$ cat config.mk
export PLATFORM = sky130hd
export DESIGN_NAME = keyword_token_lexer_flat
export DESIGN_NICKNAME = d
export VERILOG_FILES = /design/src/rtl/ktl_pkg.sv /design/src/rtl/ktl_in_t.sv /design/src/rtl/ktl_stream_if.sv /design/src/rtl/ktl_front.sv /design/src/rtl/ktl_back.sv /design/src/rtl/keyword_token_lexer.sv /design/src/flat_wrapper.sv
export SDC_FILE = /design/constraint.sdc
export NUM_CORES = 1
export LEC_CHECK = 0
export ABC_AREA = 0
export BUFFER_PORTS_ARGS = -buffer_cell sky130_fd_sc_hd__buf_2
export CORE_ASPECT_RATIO = 1.25
export CORE_UTILIZATION = 62
export CTS_CLUSTER_DIAMETER = 80
export DETAILED_ROUTE_END_ITERATION = 10
export PLACE_DENSITY = 0.8
export SLEW_MARGIN = 10
export SYNTH_ARGS = -nofsm -noshare
export SYNTH_HDL_FRONTEND = slang
export SYNTH_SLANG_ARGS = --single-unit
$ cat constraint.sdc
create_clock -name clk_i -period 7.15 [get_ports clk_i]
set_clock_uncertainty 0.05 [all_clocks]
set_input_delay 1.43 -clock clk_i [delete_from_list [all_inputs] [get_ports clk_i]]
set_output_delay 1.43 -clock clk_i [all_outputs]
set_load 0.03 [all_outputs]
$ cat src/rtl/ktl_pkg.sv
// Shared types, constants and helpers for the keyword token lexer.
`default_nettype none
package ktl_pkg;
  localparam int unsigned OffsetBits = 24;
  localparam int unsigned LineBits   = 24;
  localparam int unsigned FieldBits  = 24;
  localparam int unsigned KindBits   = 6;
  localparam int unsigned QueueDepth = 4;
  localparam int unsigned QueuePtrBits = 2;

  localparam logic [OffsetBits-1:0] OffTop  = {OffsetBits{1'b1}};
  localparam logic [LineBits-1:0]   LineTop = {LineBits{1'b1}};

  localparam logic [KindBits-1:0] TkDot     = 6'd5;
  localparam logic [KindBits-1:0] TkSlash   = 6'd9;
  localparam logic [KindBits-1:0] TkBang    = 6'd11;
  localparam logic [KindBits-1:0] TkEqual   = 6'd13;
  localparam logic [KindBits-1:0] TkGreater = 6'd15;
  localparam logic [KindBits-1:0] TkLess    = 6'd17;
  localparam logic [KindBits-1:0] TkIdent   = 6'd19;
  localparam logic [KindBits-1:0] TkString  = 6'd20;
  localparam logic [KindBits-1:0] TkNumber  = 6'd21;
  localparam logic [KindBits-1:0] TkError   = 6'd38;
  localparam logic [KindBits-1:0] TkEof     = 6'd39;

  localparam logic ErrUnexpected = 1'b0;
  localparam logic ErrUnterminated = 1'b1;

  typedef enum logic [7:0] {
    ModeIdle = 8'b0000_0001,
    ModeWord = 8'b0000_0010,
    ModeInt  = 8'b0000_0100,
    ModeDot  = 8'b0000_1000,
    ModeFrac = 8'b0001_0000,
    ModeStr  = 8'b0010_0000,
    ModeOp   = 8'b0100_0000,
    ModeNote = 8'b1000_0000
  } scan_mode_e;

  // One classified input beat as handed from front to back.
  typedef struct packed {
    logic                  is_end;
    logic [7:0]            char_code;
    logic                  is_letter;
    logic                  is_digit;
    logic                  is_blank;
    logic                  is_newline;
    logic                  is_quote;
    logic                  is_dot;
    logic                  is_equal;
    logic                  is_slash;
    logic                  is_opener;
    logic                  is_single;
    logic [KindBits-1:0]   single_kind;
    logic [OffsetBits-1:0] offset;
  } class_t;

  typedef struct packed {
    logic [KindBits-1:0]  kind;
    logic                 err;
    logic [FieldBits-1:0] start;
    logic [FieldBits-1:0] len;
    logic [FieldBits-1:0] line;
    logic                 last;
  } token_t;

  function automatic logic [KindBits-1:0] lone_op(input logic [7:0] c);
    unique case (c)
      8'h21:   lone_op = TkBang;
      8'h3D:   lone_op = TkEqual;
      8'h3C:   lone_op = TkLess;
      8'h3E:   lone_op = TkGreater;
      default: lone_op = TkSlash;
    endcase
  endfunction

  function automatic logic [KindBits-1:0] single_kind_of(input logic [7:0] c,
                                                         output logic hit);
    hit = 1'b1;
    unique case (c)
      8'h28:   single_kind_of = 6'd0;
      8'h29:   single_kind_of = 6'd1;
      8'h7B:   single_kind_of = 6'd2;
      8'h7D:   single_kind_of = 6'd3;
      8'h2C:   single_kind_of = 6'd4;
      8'h2E:   single_kind_of = 6'd5;
      8'h2D:   single_kind_of = 6'd6;
      8'h2B:   single_kind_of = 6'd7;
      8'h3B:   single_kind_of = 6'd8;
      8'h2A:   single_kind_of = 6'd10;
      default: begin
        hit = 1'b0;
        single_kind_of = TkError;
      end
    endcase
  endfunction

  function automatic logic [KindBits-1:0] word_kind(input logic [47:0] w,
                                                    input logic [2:0] n);
    logic [KindBits-1:0] k;
    k = TkIdent;
    unique case (n)
      3'd2: begin
        if (w[15:0] == "fi") k = 6'd28;
        else if (w[15:0] == "ro") k = 6'd30;
      end
      3'd3: begin
        if (w[23:0] == "dna") k = 6'd22;
        else if (w[23:0] == "rof") k = 6'd26;
        else if (w[23:0] == "nuf") k = 6'd27;
        else if (w[23:0] == "lin") k = 6'd29;
        else if (w[23:0] == "rav") k = 6'd36;
      end
      3'd4: begin
        if (w[31:0] == "esle") k = 6'd24;
        else if (w[31:0] == "siht") k = 6'd34;
        else if (w[31:0] == "eurt") k = 6'd35;
      end
      3'd5: begin
        if (w[39:0] == "ssalc") k = 6'd23;
        else if (w[39:0] == "eslaf") k = 6'd25;
        else if (w[39:0] == "tnirp") k = 6'd31;
        else if (w[39:0] == "repus") k = 6'd33;
        else if (w[39:0] == "elihw") k = 6'd37;
      end
      3'd6: begin
        if (w[47:0] == "nruter") k = 6'd32;
      end
      default: k = TkIdent;
    endcase
    return k;
  endfunction
endpackage
`default_nettype wire

$ cat src/rtl/ktl_in_t.sv
// Input beat type of the lexer.
`default_nettype none
package ktl_in_pkg;
  typedef struct packed {
    logic       kind;
    logic [7:0] char_code;
  } ktl_in_t;
endpackage
`default_nettype wire

$ cat src/rtl/ktl_stream_if.sv
// Valid/ready stream interface carrying one payload beat.
`default_nettype none
interface ktl_stream_if #(
  parameter type payload_t = logic
);
  logic     valid;
  logic     ready;
  payload_t payload;
  modport source (output valid, output payload, input ready);
  modport sink (input valid, input payload, output ready);
endinterface
`default_nettype wire

$ cat src/rtl/ktl_front.sv
// Front end: accepts characters, classifies them and stamps their offset.
`default_nettype none
module ktl_front
  import ktl_pkg::*;
(
  input  wire logic   clk_i,
  input  wire logic   rst_ni,
  input  wire logic   in_valid_i,
  output logic        in_ready_o,
  input  wire logic   in_kind_i,
  input  wire logic [7:0] in_char_i,
  output logic        q_valid_o,
  input  wire logic   q_ready_i,
  output class_t      q_data_o
);
  logic [OffsetBits-1:0] offset_q, offset_d;
  logic                  valid_q;
  class_t                data_q, cls;
  logic                  hit;
  logic                  take;
  logic [7:0]            c;

  assign c = in_char_i;
  assign in_ready_o = !valid_q || q_ready_i;
  assign take = in_valid_i && in_ready_o;
  assign q_valid_o = valid_q;
  assign q_data_o = data_q;

  always_comb begin
    cls.is_end     = in_kind_i;
    cls.char_code  = c;
    cls.is_letter  = (c >= 8'h61 && c <= 8'h7A) || (c >= 8'h41 && c <= 8'h5A) || c == 8'h5F;
    cls.is_digit   = c >= 8'h30 && c <= 8'h39;
    cls.is_blank   = c == 8'h20 || c == 8'h0D || c == 8'h09;
    cls.is_newline = c == 8'h0A;
    cls.is_quote   = c == 8'h22;
    cls.is_dot     = c == 8'h2E;
    cls.is_equal   = c == 8'h3D;
    cls.is_slash   = c == 8'h2F;
    cls.is_opener  = c == 8'h21 || c == 8'h3D || c == 8'h3C || c == 8'h3E || c == 8'h2F;
    cls.single_kind = single_kind_of(c, hit);
    cls.is_single  = hit;
    cls.offset     = offset_q;
  end

  always_comb begin
    offset_d = offset_q;
    if (take) begin
      if (in_kind_i) offset_d = '0;
      else if (offset_q != OffTop) offset_d = offset_q + 1'b1;
    end
  end

  always_ff @(posedge clk_i or negedge rst_ni) begin
    if (!rst_ni) begin
      offset_q <= '0;
      valid_q  <= 1'b0;
    end else begin
      offset_q <= offset_d;
      if (in_ready_o) valid_q <= in_valid_i;
    end
  end

  always_ff @(posedge clk_i) begin
    if (take) data_q <= cls;
  end
endmodule
`default_nettype wire

$ cat src/rtl/ktl_back.sv
// Back end: scan state machine producing up to three tokens per beat.
`default_nettype none
module ktl_back
  import ktl_pkg::*;
(
  input  wire logic   clk_i,
  input  wire logic   rst_ni,
  input  wire logic   q_valid_i,
  output logic        q_ready_o,
  input  wire class_t q_data_i,
  output logic        out_valid_o,
  input  wire logic   out_ready_i,
  output token_t      out_data_o
);
  scan_mode_e            mode_q, mode_d;
  logic [7:0]            held_q, held_d;
  logic [OffsetBits-1:0] begin_q, begin_d;
  logic [LineBits-1:0]   line_q, line_d;
  logic [47:0]           word_q, word_d;

  token_t                tok [3];
  token_t                slot_q [3];
  logic [1:0]            cnt, cnt_q, idx_q;
  logic                  busy_q;
  logic                  fire;

  class_t                ci;
  logic [OffsetBits-1:0] p, span, dot_at;
  logic                  restart;

  assign ci = q_data_i;
  assign p  = ci.offset;
  assign span = p - begin_q;
  assign dot_at = (p > begin_q) ? p - 1'b1 : p;

  function automatic token_t mk(input logic [KindBits-1:0] k, input logic e,
                                input logic [OffsetBits-1:0] s,
                                input logic [OffsetBits-1:0] l,
                                input logic [LineBits-1:0] ln);
    token_t t;
    t.kind  = k;
    t.err   = e;
    t.start = FieldBits'(s);
    t.len   = FieldBits'(l);
    t.line  = FieldBits'(ln);
    t.last  = 1'b0;
    return t;
  endfunction

  // Hand off a queued beat only once all tokens of the previous beat are gone or the last is being taken.
  assign q_ready_o = !busy_q || (out_ready_i && (idx_q + 1'b1 == cnt_q));
  assign fire = q_valid_i && q_ready_o;

  always_comb begin
    logic                  do_close;
    logic [LineBits-1:0]   ln;
    mode_d  = mode_q;
    held_d  = held_q;
    begin_d = begin_q;
    line_d  = line_q;
    word_d  = word_q;
    cnt     = 2'd0;
    restart = 1'b0;
    do_close = 1'b0;
    tok[0] = mk(TkEof, 1'b0, '0, '0, line_q);
    tok[1] = tok[0];
    tok[2] = tok[0];
    ln = line_q;

    if (ci.is_end) begin
      if (mode_q == ModeStr) begin
        tok[0] = mk(TkError, ErrUnterminated, begin_q, span, ln);
        cnt = 2'd1;
      end else begin
        do_close = 1'b1;
      end
    end else begin
      unique case (mode_q)
        ModeWord: begin
          if (ci.is_letter || ci.is_digit) begin
            if (span < 6) begin
              word_d[8*span[2:0] +: 8] = ci.char_code;
            end
          end else do_close = 1'b1;
        end
        ModeInt: begin
          if (ci.is_dot) mode_d = ModeDot;
          else if (!ci.is_digit) do_close = 1'b1;
        end
        ModeDot: begin
          if (ci.is_digit) mode_d = ModeFrac;
          else do_close = 1'b1;
        end
        ModeFrac: begin
          if (!ci.is_digit) do_close = 1'b1;
        end
        ModeStr: begin
          if (ci.is_quote) begin
            tok[0] = mk(TkString, 1'b0, begin_q, span + 1'b1, ln);
            cnt = 2'd1;
            mode_d = ModeIdle;
          end else if (ci.is_newline && line_q != LineTop) begin
            line_d = line_q + 1'b1;
          end
        end
        ModeOp: begin
          if (held_q == 8'h2F && ci.is_slash) mode_d = ModeNote;
          else if (held_q != 8'h2F && ci.is_equal) begin
            tok[0] = mk(lone_op(held_q) + 1'b1, 1'b0, begin_q, OffsetBits'(2), ln);
            cnt = 2'd1;
            mode_d = ModeIdle;
          end else do_close = 1'b1;
        end
        ModeNote: begin
          if (ci.is_newline) begin
            mode_d = ModeIdle;
            if (line_q != LineTop) line_d = line_q + 1'b1;
          end
        end
        default: do_close = 1'b1;
      endcase
    end

    if (do_close) begin
      mode_d = ModeIdle;
      unique case (mode_q)
        ModeWord: begin
          tok[0] = mk((span > 6) ? TkIdent : word_kind(word_q, span[2:0]),
                      1'b0, begin_q, span, ln);
          cnt = 2'd1;
        end
        ModeInt, ModeFrac: begin
          tok[0] = mk(TkNumber, 1'b0, begin_q, span, ln);
          cnt = 2'd1;
        end
        ModeDot: begin
          tok[0] = mk(TkNumber, 1'b0, begin_q, dot_at - begin_q, ln);
          tok[1] = mk(TkDot, 1'b0, dot_at, OffsetBits'(1), ln);
          cnt = 2'd2;
        end
        ModeOp: begin
          tok[0] = mk(lone_op(held_q), 1'b0, begin_q, OffsetBits'(1), ln);
          cnt = 2'd1;
        end
        default: cnt = 2'd0;
      endcase
      if (!ci.is_end) begin
        // Start the next token from this character.
        if (ci.is_blank) begin
        end else if (ci.is_newline) begin
          if (line_q != LineTop) line_d = line_q + 1'b1;
        end else begin
          begin_d = p;
          if (ci.is_letter) begin
            mode_d = ModeWord;
            word_d = {40'd0, ci.char_code};
          end else if (ci.is_digit) mode_d = ModeInt;
          else if (ci.is_quote) mode_d = ModeStr;
          else if (ci.is_opener) begin
            mode_d = ModeOp;
            held_d = ci.char_code;
          end else begin
            tok[cnt] = mk(ci.is_single ? ci.single_kind : TkError, ErrUnexpected,
                          p, OffsetBits'(1), line_q);
            cnt = cnt + 2'd1;
          end
        end
      end
    end

    if (ci.is_end) begin
      tok[cnt] = mk(TkEof, 1'b0, p, '0, line_q);
      cnt = cnt + 2'd1;
      restart = 1'b1;
    end
    if (cnt != 2'd0) tok[cnt - 2'd1].last = 1'b1;
  end

  always_ff @(posedge clk_i or negedge rst_ni) begin
    if (!rst_ni) begin
      mode_q  <= ModeIdle;
      held_q  <= '0;
      begin_q <= '0;
      line_q  <= LineBits'(1);
      word_q  <= '0;
      busy_q  <= 1'b0;
      cnt_q   <= '0;
      idx_q   <= '0;
    end else begin
      if (fire) begin
        if (restart) begin
          mode_q  <= ModeIdle;
          held_q  <= '0;
          begin_q <= '0;
          line_q  <= LineBits'(1);
          word_q  <= '0;
        end else begin
          mode_q  <= mode_d;
          held_q  <= held_d;
          begin_q <= begin_d;
          line_q  <= line_d;
          word_q  <= word_d;
        end
        busy_q <= cnt != 2'd0;
        cnt_q  <= cnt;
        idx_q  <= '0;
      end else if (busy_q && out_ready_i) begin
        if (idx_q + 1'b1 == cnt_q) busy_q <= 1'b0;
        else idx_q <= idx_q + 1'b1;
      end
    end
  end

  always_ff @(posedge clk_i) begin
    if (fire) begin
      slot_q[0] <= tok[0];
      slot_q[1] <= tok[1];
      slot_q[2] <= tok[2];
    end
  end

  assign out_valid_o = busy_q;
  assign out_data_o  = slot_q[idx_q];
endmodule
`default_nettype wire

$ cat src/rtl/keyword_token_lexer.sv
// Top level of the keyword token lexer.
// Usage:
//  - in_i carries beats {kind, char_code}: kind 0 is a source character,
//    kind 1 closes the source, flushes pending tokens and emits end of file.
//  - out_o carries tokens {token_kind, error_code, start_offset,
//    token_length, line_number, last}; last marks the final token of a beat.
//  - A beat is registered in the front end, then its tokens in the back end;
//    tokens needing lookahead complete with the following character.
//  - Throughput: one character per cycle while the receiver takes tokens
//    and each beat yields at most one token; a beat yielding more holds the
//    back end until all have left the single token output register bank.
//  - The front end registers each classified beat; it keeps accepting while
//    the back end waits on the receiver, until that register is full.
//  - Reset: line count 1, offset 0, scanner between tokens.
//  - A stalled receiver holds the current token and backs up both ends.
`default_nettype none
module keyword_token_lexer
  import ktl_pkg::*;
  import ktl_in_pkg::*;
(
  input wire logic clk_i,
  input wire logic rst_ni,
  ktl_stream_if.sink   in_i,
  ktl_stream_if.source out_o
);
  logic   qv, qr;
  class_t qd;
  ktl_in_t ib;
  token_t ob;

  assign ib = in_i.payload;

  ktl_front u_front (
    .clk_i, .rst_ni,
    .in_valid_i(in_i.valid), .in_ready_o(in_i.ready),
    .in_kind_i(ib.kind), .in_char_i(ib.char_code),
    .q_valid_o(qv), .q_ready_i(qr), .q_data_o(qd)
  );

  ktl_back u_back (
    .clk_i, .rst_ni,
    .q_valid_i(qv), .q_ready_o(qr), .q_data_i(qd),
    .out_valid_o(out_o.valid), .out_ready_i(out_o.ready), .out_data_o(ob)
  );

  assign out_o.payload = ob;
endmodule
`default_nettype wire

$ cat src/flat_wrapper.sv
// flat-port wrapper written by rule: the top's interface ports become plain ports
module keyword_token_lexer_flat import ktl_pkg::*; import ktl_in_pkg::*;
  (clk_i, rst_ni, in_i_valid, in_i_payload, in_i_ready, out_o_valid, out_o_payload, out_o_ready);
  ktl_stream_if #(.payload_t(ktl_in_t)) in_i_i ();
  ktl_stream_if #(.payload_t(token_t)) out_o_i ();
  input wire logic clk_i;
  input wire logic rst_ni;
  input wire logic [$bits(in_i_i.valid)-1:0] in_i_valid;
  input wire logic [$bits(in_i_i.payload)-1:0] in_i_payload;
  output wire logic [$bits(in_i_i.ready)-1:0] in_i_ready;
  output wire logic [$bits(out_o_i.valid)-1:0] out_o_valid;
  output wire logic [$bits(out_o_i.payload)-1:0] out_o_payload;
  input wire logic [$bits(out_o_i.ready)-1:0] out_o_ready;
  assign in_i_i.valid = in_i_valid;
  assign in_i_i.payload = in_i_payload;
  assign in_i_ready = in_i_i.ready;
  assign out_o_valid = out_o_i.valid;
  assign out_o_payload = out_o_i.payload;
  assign out_o_i.ready = out_o_ready;
  keyword_token_lexer u_core (.clk_i(clk_i), .rst_ni(rst_ni), .in_i(in_i_i), .out_o(out_o_i));
endmodule
==> impl_metrics.py, run 1 <==
metrics = {
    "sta": {
        "drv_slew": 0,
        "fin_crit_ns": 6.29,
        "max_clock_freq_ghz": 0.159,
        "setup_tns_ns": 0,
        "rsz0062_at_grt": "no",
        "hold_viol_final": 0,
        "setup_violations": 0,
        "worst_slew_pin_slew_ns": 1.05,
        "finalCritPeriodShare": 0.880,
        "maxSlewHeadroom": 0.291,
    },
    "logic_synthesis": {
        "ys_warn_count": 0,
        "synth_seq_cells": 332,
        "syn_area_per_cell_um2": 9.43,
        "synth_cell_types": 93,
        "synth_area_um2": 20600,
        "synth-edff-count": 190,
        "async_reset_ff_frac": 0.428,
        "ys.flop_type": "edfxtp_1",
        "ys_seq_area_frac": 0.450,
        "syn_inst": 2182,
        "syn_nets": 2262,
    },
    "cts": {
        "cts_hold_buf": 0,
        "path_clk_slew_ns": 0.06,
        "cts_root_buf": "clkbuf_16",
        "clk-insertion-delay-late_ns": 0.56,
        "clk_path_buf_depth": 3,
        "htreeDepth": 2,
        "cts_buffers": 36,
        "cts_setup_buffers": 0,
        "cts_sinks": 332,
        "cts_tree": "done",
        "post_cts_resized": 0,
    },
    "grt": {
        "grt_first_pass_wirelength_um": 94200,
        "grtUsageTotal": 0.367,
        "grt_antenna_before_repair": 0,
        "grt_max_degree": 86,
        "grt_pass1_vias": 16971,
        "grt_overflow": 0,
    },
    "critical_path": {
        "slowest_delay_ns": 0.54,
        "cp-startpoint": "u_core.u_front.q_data_o[7]$_DFFE_PP_",
        "regToRegStartpoint": "u_core.u_front.q_data_o[7]$_DFFE_PP_",
        "r2r_end": "u_core.u_back.slot_q[0][45]$_DFFE_PP_",
        "crit_chain": "ha_1 -> a21oi_1 -> a32oi_1 -> o21a_1 -> o211ai_1 -> a21oi_1 -> and4_1 -> nand2_1 -> xnor2_1 -> ha_1 -> or4_1 -> o21ai_0 -> a31oi_1 -> a41o_1 -> a21o_1 -> a311o_1 -> a21o_1 -> a21oi_1 -> mux2i_1 -> a21oi_1 -> nor3_1",
        "end_kind": "flop",
        "reg2reg_depth": 21,
        "slowest_stage": "edfxtp_1",
        "worst-endpoint-required_ns": 7.49,
        "path_common_cell": "a21oi_1",
        "path_max_fanout": 11,
        "arrival_ns": 6.64,
        "r2r_setup_slack_ns": 0.86,
        "worst-setup-path-type": "flop to flop",
        "startpoint_type": "flop",
        "endpoint": "u_core.u_back.slot_q[0][45]$_DFFE_PP_",
    },
    "finish": {
        "drive_above_1_share": 0.0951,
        "fillers": 2513,
        "fin_area_um2": 22300,
        "syn2layout_area_growth_pct": 8.41,
        "fin_nets": 2282,
        "fin_util": 0.682,
        "diodes": 0,
        "stdcell_count": 2647,
    },
    "floorplanning": {
        "start_util": 0.629,
        "ioPinCount": 95,
        "die_w_um": 165,
        "die_h_um": 206,
        "core.rowCount": 74,
        "core_um2": 32700,
        "dieArea_um2": 33900,
    },
    "worst_hold_path": {
        "hold_path_class": "flop to flop",
    },
    "route": {
        "vias": 17755,
        "antenna_left": 0,
        "vias_per_cell": 6.71,
        "drcViolationCount": 0,
        "first_pass_iters": 6,
        "drt_iter0_drc": 2138,
        "wl_per_cell_um": 23.3,
        "routed_wl_um": 61700,
    },
    "status": {
        "outcome": "finished clean",
    },
    "placement": {
        "gp_congestion": 1.01,
        "dp_cells": 2582,
        "place_area_um2": 21200,
        "dp_hpwl_um": 45000,
        "io_buffers": 94,
    },
    "pwr": {
        "p_leak_nw": 8.73,
        "ir_drop_mv": 0.339,
        "cellPowerDensity_nw_per_um2": 450,
    },
    "flow_run": {
        "cap_violations": 0,
    },
}
metrics by stage:
stage / total power (W) / hold slack, ns / setup WS (ns)
detailed placement: 0.00817 / 0.422 / 0.949
floorplan: 0.00677 / 0.375 / 0.225
global placement: 0.00807 / 0.413 / 1.05
CTS: 0.00995 / 0.435 / 0.922
finish: 0.0100 / 0.447 / 0.856
global route: 0.0106 / 0.465 / 0.520
where the power goes:
group	internal [W]	switching, W
clock	0.000995	0.000787
combinational	0.00159	0.00356
sequential	0.00271	0.000381
how the worst min path moves through the flow:
stage,cells after the start,start,end
after floorplan,0,u_core.u_front.offset_q[14]$_DFFE_PN0P_,u_core.u_front.q_data_o[14]$_DFFE_PP_
after global placement,0,u_core.u_front.offset_q[19]$_DFFE_PN0P_,u_core.u_front.q_data_o[19]$_DFFE_PP_
after detailed placement,0,u_core.u_front.offset_q[19]$_DFFE_PN0P_,u_core.u_front.q_data_o[19]$_DFFE_PP_
after CTS,0,u_core.u_front.offset_q[19]$_DFFE_PN0P_,u_core.u_front.q_data_o[19]$_DFFE_PP_
after global routing,0,u_core.u_front.offset_q[19]$_DFFE_PN0P_,u_core.u_front.q_data_o[19]$_DFFE_PP_
final,0,u_core.u_front.offset_q[19]$_DFFE_PN0P_,u_core.u_front.q_data_o[19]$_DFFE_PP_
Yosys cell counts (all sizes together), types with 15 or more instances:
master	n	area, um^2
nand2	233	875
edfxtp	190	5710
nor2	181	684
o21ai	166	846
dfrtp	140	3500
a21oi	124	621
clkbuf	91	342
a22o	85	744
nand3	74	370
and2	68	425
ha	65	813
inv	61	229
mux2i	56	561
nor3	55	287
xnor2	52	455
buf	48	282
xor2	43	377
nor2b	31	194
or3	29	181
a21o	26	195
a211oi	25	188
nand4	25	156
and3	23	144
o31ai	22	165
nor4	20	125
a221oi	19	166
o22ai	18	113
nand2b	17	106
nand3b	15	113
registers in the layout, indices dropped and copies added, names as in the netlist:
| signal | count |
|---|---|
| u_core.u_back.slot_q | 142 |
| u_core.u_back.word_q | 48 |
| u_core.u_front.q_data_o | 48 |
| u_core.u_back.begin_q | 24 |
| u_core.u_back.line_q | 24 |
| u_core.u_front.offset_q | 24 |
| u_core.u_back.held_q | 8 |
| u_core.u_back.mode_q | 8 |
| u_core.u_back.cnt_q | 2 |
| u_core.u_back.idx_q | 2 |
| u_core.u_back.out_valid_o | 1 |
| u_core.u_front.q_valid_o | 1 |
cells in the final DEF, fill, tap and decap left out, types with 43 or more instances in the layout:
cell type and count:
buf_2 93, dfrtp_1 138, mux2i_1 56, nor3_1 54, o21ai_0 157, inv_1 57, nand2_1 232, nand3_1 74
ha_1 65, and2_1 67, xor2_1 43, xnor2_1 52, edfxtp_1 190, nor2_1 178, a22o_1 85, a21oi_1 124
logic make-up (layout without fill, tap and decap cells):
logic type               after synthesis  after routing  synth area share
adder cells (fa/ha/maj)               67             67            0.0415
buffers and inverters                201            248            0.0416
multiplexers                          61             61            0.0300
XOR/XNOR                              95             95            0.0405
AND/OR/NAND/NOR                      835            835             0.205
flip-flops                           332            332             0.450
AO/OA/AOI/OAI                        591            591             0.191
layout make-up:
class,count,area [um^2],share of cell area
Multi-Input combinational cell,1649,10500,0.470
Sequential cell,332,9260,0.415
Clock buffer,53,1010,0.0455
Timing Repair Buffer,121,679,0.0305
Tap cell,418,523,0.0235
Inverter,62,238,0.0107
Clock inverter,12,93.8,0.00421
critical path, delay by kind of cell, from the launching register on:
kind            cells  cell delay [ns]
compound gates     13             2.94
simple gates        4             1.36
fa+ha+maj           2             0.88
flops               1             0.54
mux                 1             0.20
xor+xnor            1             0.16
layer usage:
metal  track usage  part of all wire  routed length, um
met2         0.629              0.49              30500
met3        0.0526             0.061               3780
met5             0                 0                  0
met4         0.268             0.081               4980
met1         0.414              0.36              22400
Power figures use the tool's default switching activity.
==> run 2: changes to the inputs <==
Settings changed: CORE_UTILIZATION 62 to 55, PLACE_DENSITY 0.8 to 0.73.
==> run 2 against run 1 <==
  * Fmax is 0.48% higher
  * Hold slack worse by 0.0041 ns
  * Total power increased by 1.1%
  * Die area is 13% higher
  * Core utilization shrank 6.9 points
  * Global-route usage fell by 4.0 points
  * Register-to-register slack improved by 0.03 ns
  * Clock-buffer cell count decreased by 5
  * Critical path depth grew 1
  * Sequential power hardly changed
==> impl_metrics.py, run 2 (synthesis results as in run 1) <==
metrics = {
    "floorplanning": {
        "core_um2": 36600,
        "ioPinCount": 95,
        "die_h_um": 218,
        "core.rowCount": 78,
        "die_w_um": 175,
        "dieArea_um2": 38200,
        "start_util": 0.562,
    },
    "route": {
        "wl_per_cell_um": 23.1,
        "drcViolationCount": 0,
        "vias": 17593,
        "vias_per_cell": 6.50,
        "drt_iter0_drc": 1766,
        "antenna_left": 0,
        "routed_wl_um": 62400,
        "first_pass_iters": 5,
    },
    "pwr": {
        "ir_drop_mv": 0.425,
        "p_leak_nw": 8.77,
        "cellPowerDensity_nw_per_um2": 452,
        "p_total_w": 0.0101,
    },
    "cts": {
        "clk_path_buf_depth": 3,
        "cts_setup_buffers": 0,
        "cts_sinks": 332,
        "cts_buffers": 35,
        "cts_hold_buf": 0,
        "cts_root_buf": "clkbuf_16",
        "htreeDepth": 2,
        "post_cts_resized": 0,
        "path_clk_slew_ns": 0.06,
        "cts_tree": "done",
        "clk-insertion-delay-late_ns": 0.55,
    },
    "finish": {
        "final_common_cell": "nand2_1",
        "drive_above_1_share": 0.0965,
        "largest_reg_flops": 142,
        "mostFrequentLayoutCells": "232 x nand2_1, 190 x edfxtp_1, 176 x nor2_1, 157 x o21ai_0, 138 x dfrtp_1",
        "diodes": 0,
        "syn2layout_area_growth_pct": 9.10,
        "fin_nets": 2280,
        "stdcell_count": 2707,
        "fin_area_um2": 22400,
        "regMostFlops": "u_core.u_back.slot_q",
        "fillers": 3120,
    },
    "sta": {
        "worst_slew_pin_slew_ns": 1.21,
        "max_clock_freq_ghz": 0.160,
        "drv_slew": 0,
        "setup_violations": 0,
        "finalCritPeriodShare": 0.876,
        "hold_viol_final": 0,
        "rsz0062_at_grt": "no",
        "fin_crit_ns": 6.26,
        "whs_ns": 0.443,
        "setup_tns_ns": 0,
        "maxSlewHeadroom": 0.185,
    },
    "placement": {
        "dp_cells": 2643,
        "place_area_um2": 21300,
        "io_buffers": 94,
        "dp_hpwl_um": 45800,
        "gp_congestion": 0.981,
    },
    "critical_path": {
        "worst-setup-path-type": "flop to flop",
        "r2r_setup_slack_ns": 0.89,
        "end_kind": "flop",
        "cpLargestDelayFamily": "compound AO/OA/AOI/OAI gates",
        "startpoint_type": "flop",
        "path_common_cell": "a21oi_1",
        "slowest_stage": "edfxtp_1",
        "arrival_ns": 6.57,
        "worst-endpoint-required_ns": 7.46,
        "path_max_fanout": 11,
        "crit_chain": "ha_1 -> a21oi_1 -> a32oi_1 -> o21a_1 -> o211ai_1 -> a21oi_1 -> and4_1 -> buf_4 -> nand2_1 -> xnor2_1 -> ha_1 -> or4_1 -> o21ai_0 -> a31oi_1 -> a41o_1 -> a21o_1 -> a311o_1 -> a21o_1 -> a21oi_1 -> mux2i_1 -> a21oi_1 -> nor3_1",
        "critical_path_buf_inv_count": 1,
        "slowest_delay_ns": 0.54,
    },
    "grt": {
        "grt_overflow": 0,
        "grt_first_pass_wirelength_um": 95900,
        "grt_max_degree": 92,
        "grtUsageTotal": 0.327,
        "grt_pass1_vias": 16841,
        "grt_antenna_before_repair": 1,
    },
    "worst_hold_path": {
        "hold_path_class": "flop to flop",
    },
    "status": {
        "outcome": "finished clean",
    },
    "flow_run": {
        "cap_violations": 0,
    },
}
[run 2: worst paths after layout]
path	from	endpoint	cells after the start
setup reg to reg	u_core.u_front.q_data_o[7]$_DFFE_PP_	u_core.u_back.slot_q[0][45]$_DFFE_PP_	22
setup / recovery	u_core.u_front.q_data_o[7]$_DFFE_PP_	u_core.u_back.slot_q[0][45]$_DFFE_PP_	22
max in group asynchronous	rst_ni	u_core.u_back.idx_q[1]$_DFFE_PN0P_	2
hold reg to reg	u_core.u_back.line_q[7]$_DFFE_PN0P_	u_core.u_back.slot_q[0][8]$_DFFE_PP_	0
hold / removal	u_core.u_back.line_q[7]$_DFFE_PN0P_	u_core.u_back.slot_q[0][8]$_DFFE_PP_	0
min in group asynchronous	rst_ni	u_core.u_back.word_q[39]$_DFFE_PN0P_	1
[run 2: where the power goes]
part	switching, W	internal [W]	total [W]
Clock	0.000779	0.00110	0.00188
Sequential	0.000381	0.00271	0.00309
Combinational	0.00357	0.00159	0.00516
[run 2: stage by stage]
stage / util / setup slack, ns
2_1_floorplan: - / 0.225
3_3_place_gp: 0.581 / 1.04
3_5_place_dp: 0.581 / 0.959
4_1_cts: 0.613 / 0.920
5_1_grt: 0.613 / 0.551
6_report: 0.613 / 0.886
[run 2: worst register-to-register path: stages (launching register included)]
cell	delay [ns]
edfxtp_1	0.54
ha_1	0.51
a21oi_1	0.15
a32oi_1	0.37
o21a_1	0.30
o211ai_1	0.11
a21oi_1	0.52
and4_1	0.28
buf_4	0.19
nand2_1	0.10
xnor2_1	0.14
ha_1	0.35
or4_1	0.50
o21ai_0	0.08
a31oi_1	0.10
a41o_1	0.36
a21o_1	0.22
a311o_1	0.37
a21o_1	0.20
a21oi_1	0.18
mux2i_1	0.20
a21oi_1	0.08
nor3_1	0.16
[run 2: cell type report]
type	count	area, um^2	share of cell area
tap	480	601	0.0268
clock inverter	16	219	0.00976
clock buffer	48	965	0.0430
timing repair buffer	120	672	0.0299
inverter	62	238	0.0106
sequential	332	9260	0.413
multi-input combinational	1649	10500	0.467
[run 2: routing by layer]
layer	global-route usage	vias to the layer above	share of wire
met5	0	-	0.00021
met4	0.234	2	0.083
met3	0.0405	266	0.058
met2	0.561	802	0.49
met1	0.378	8440	0.37
li1	-	8083	-
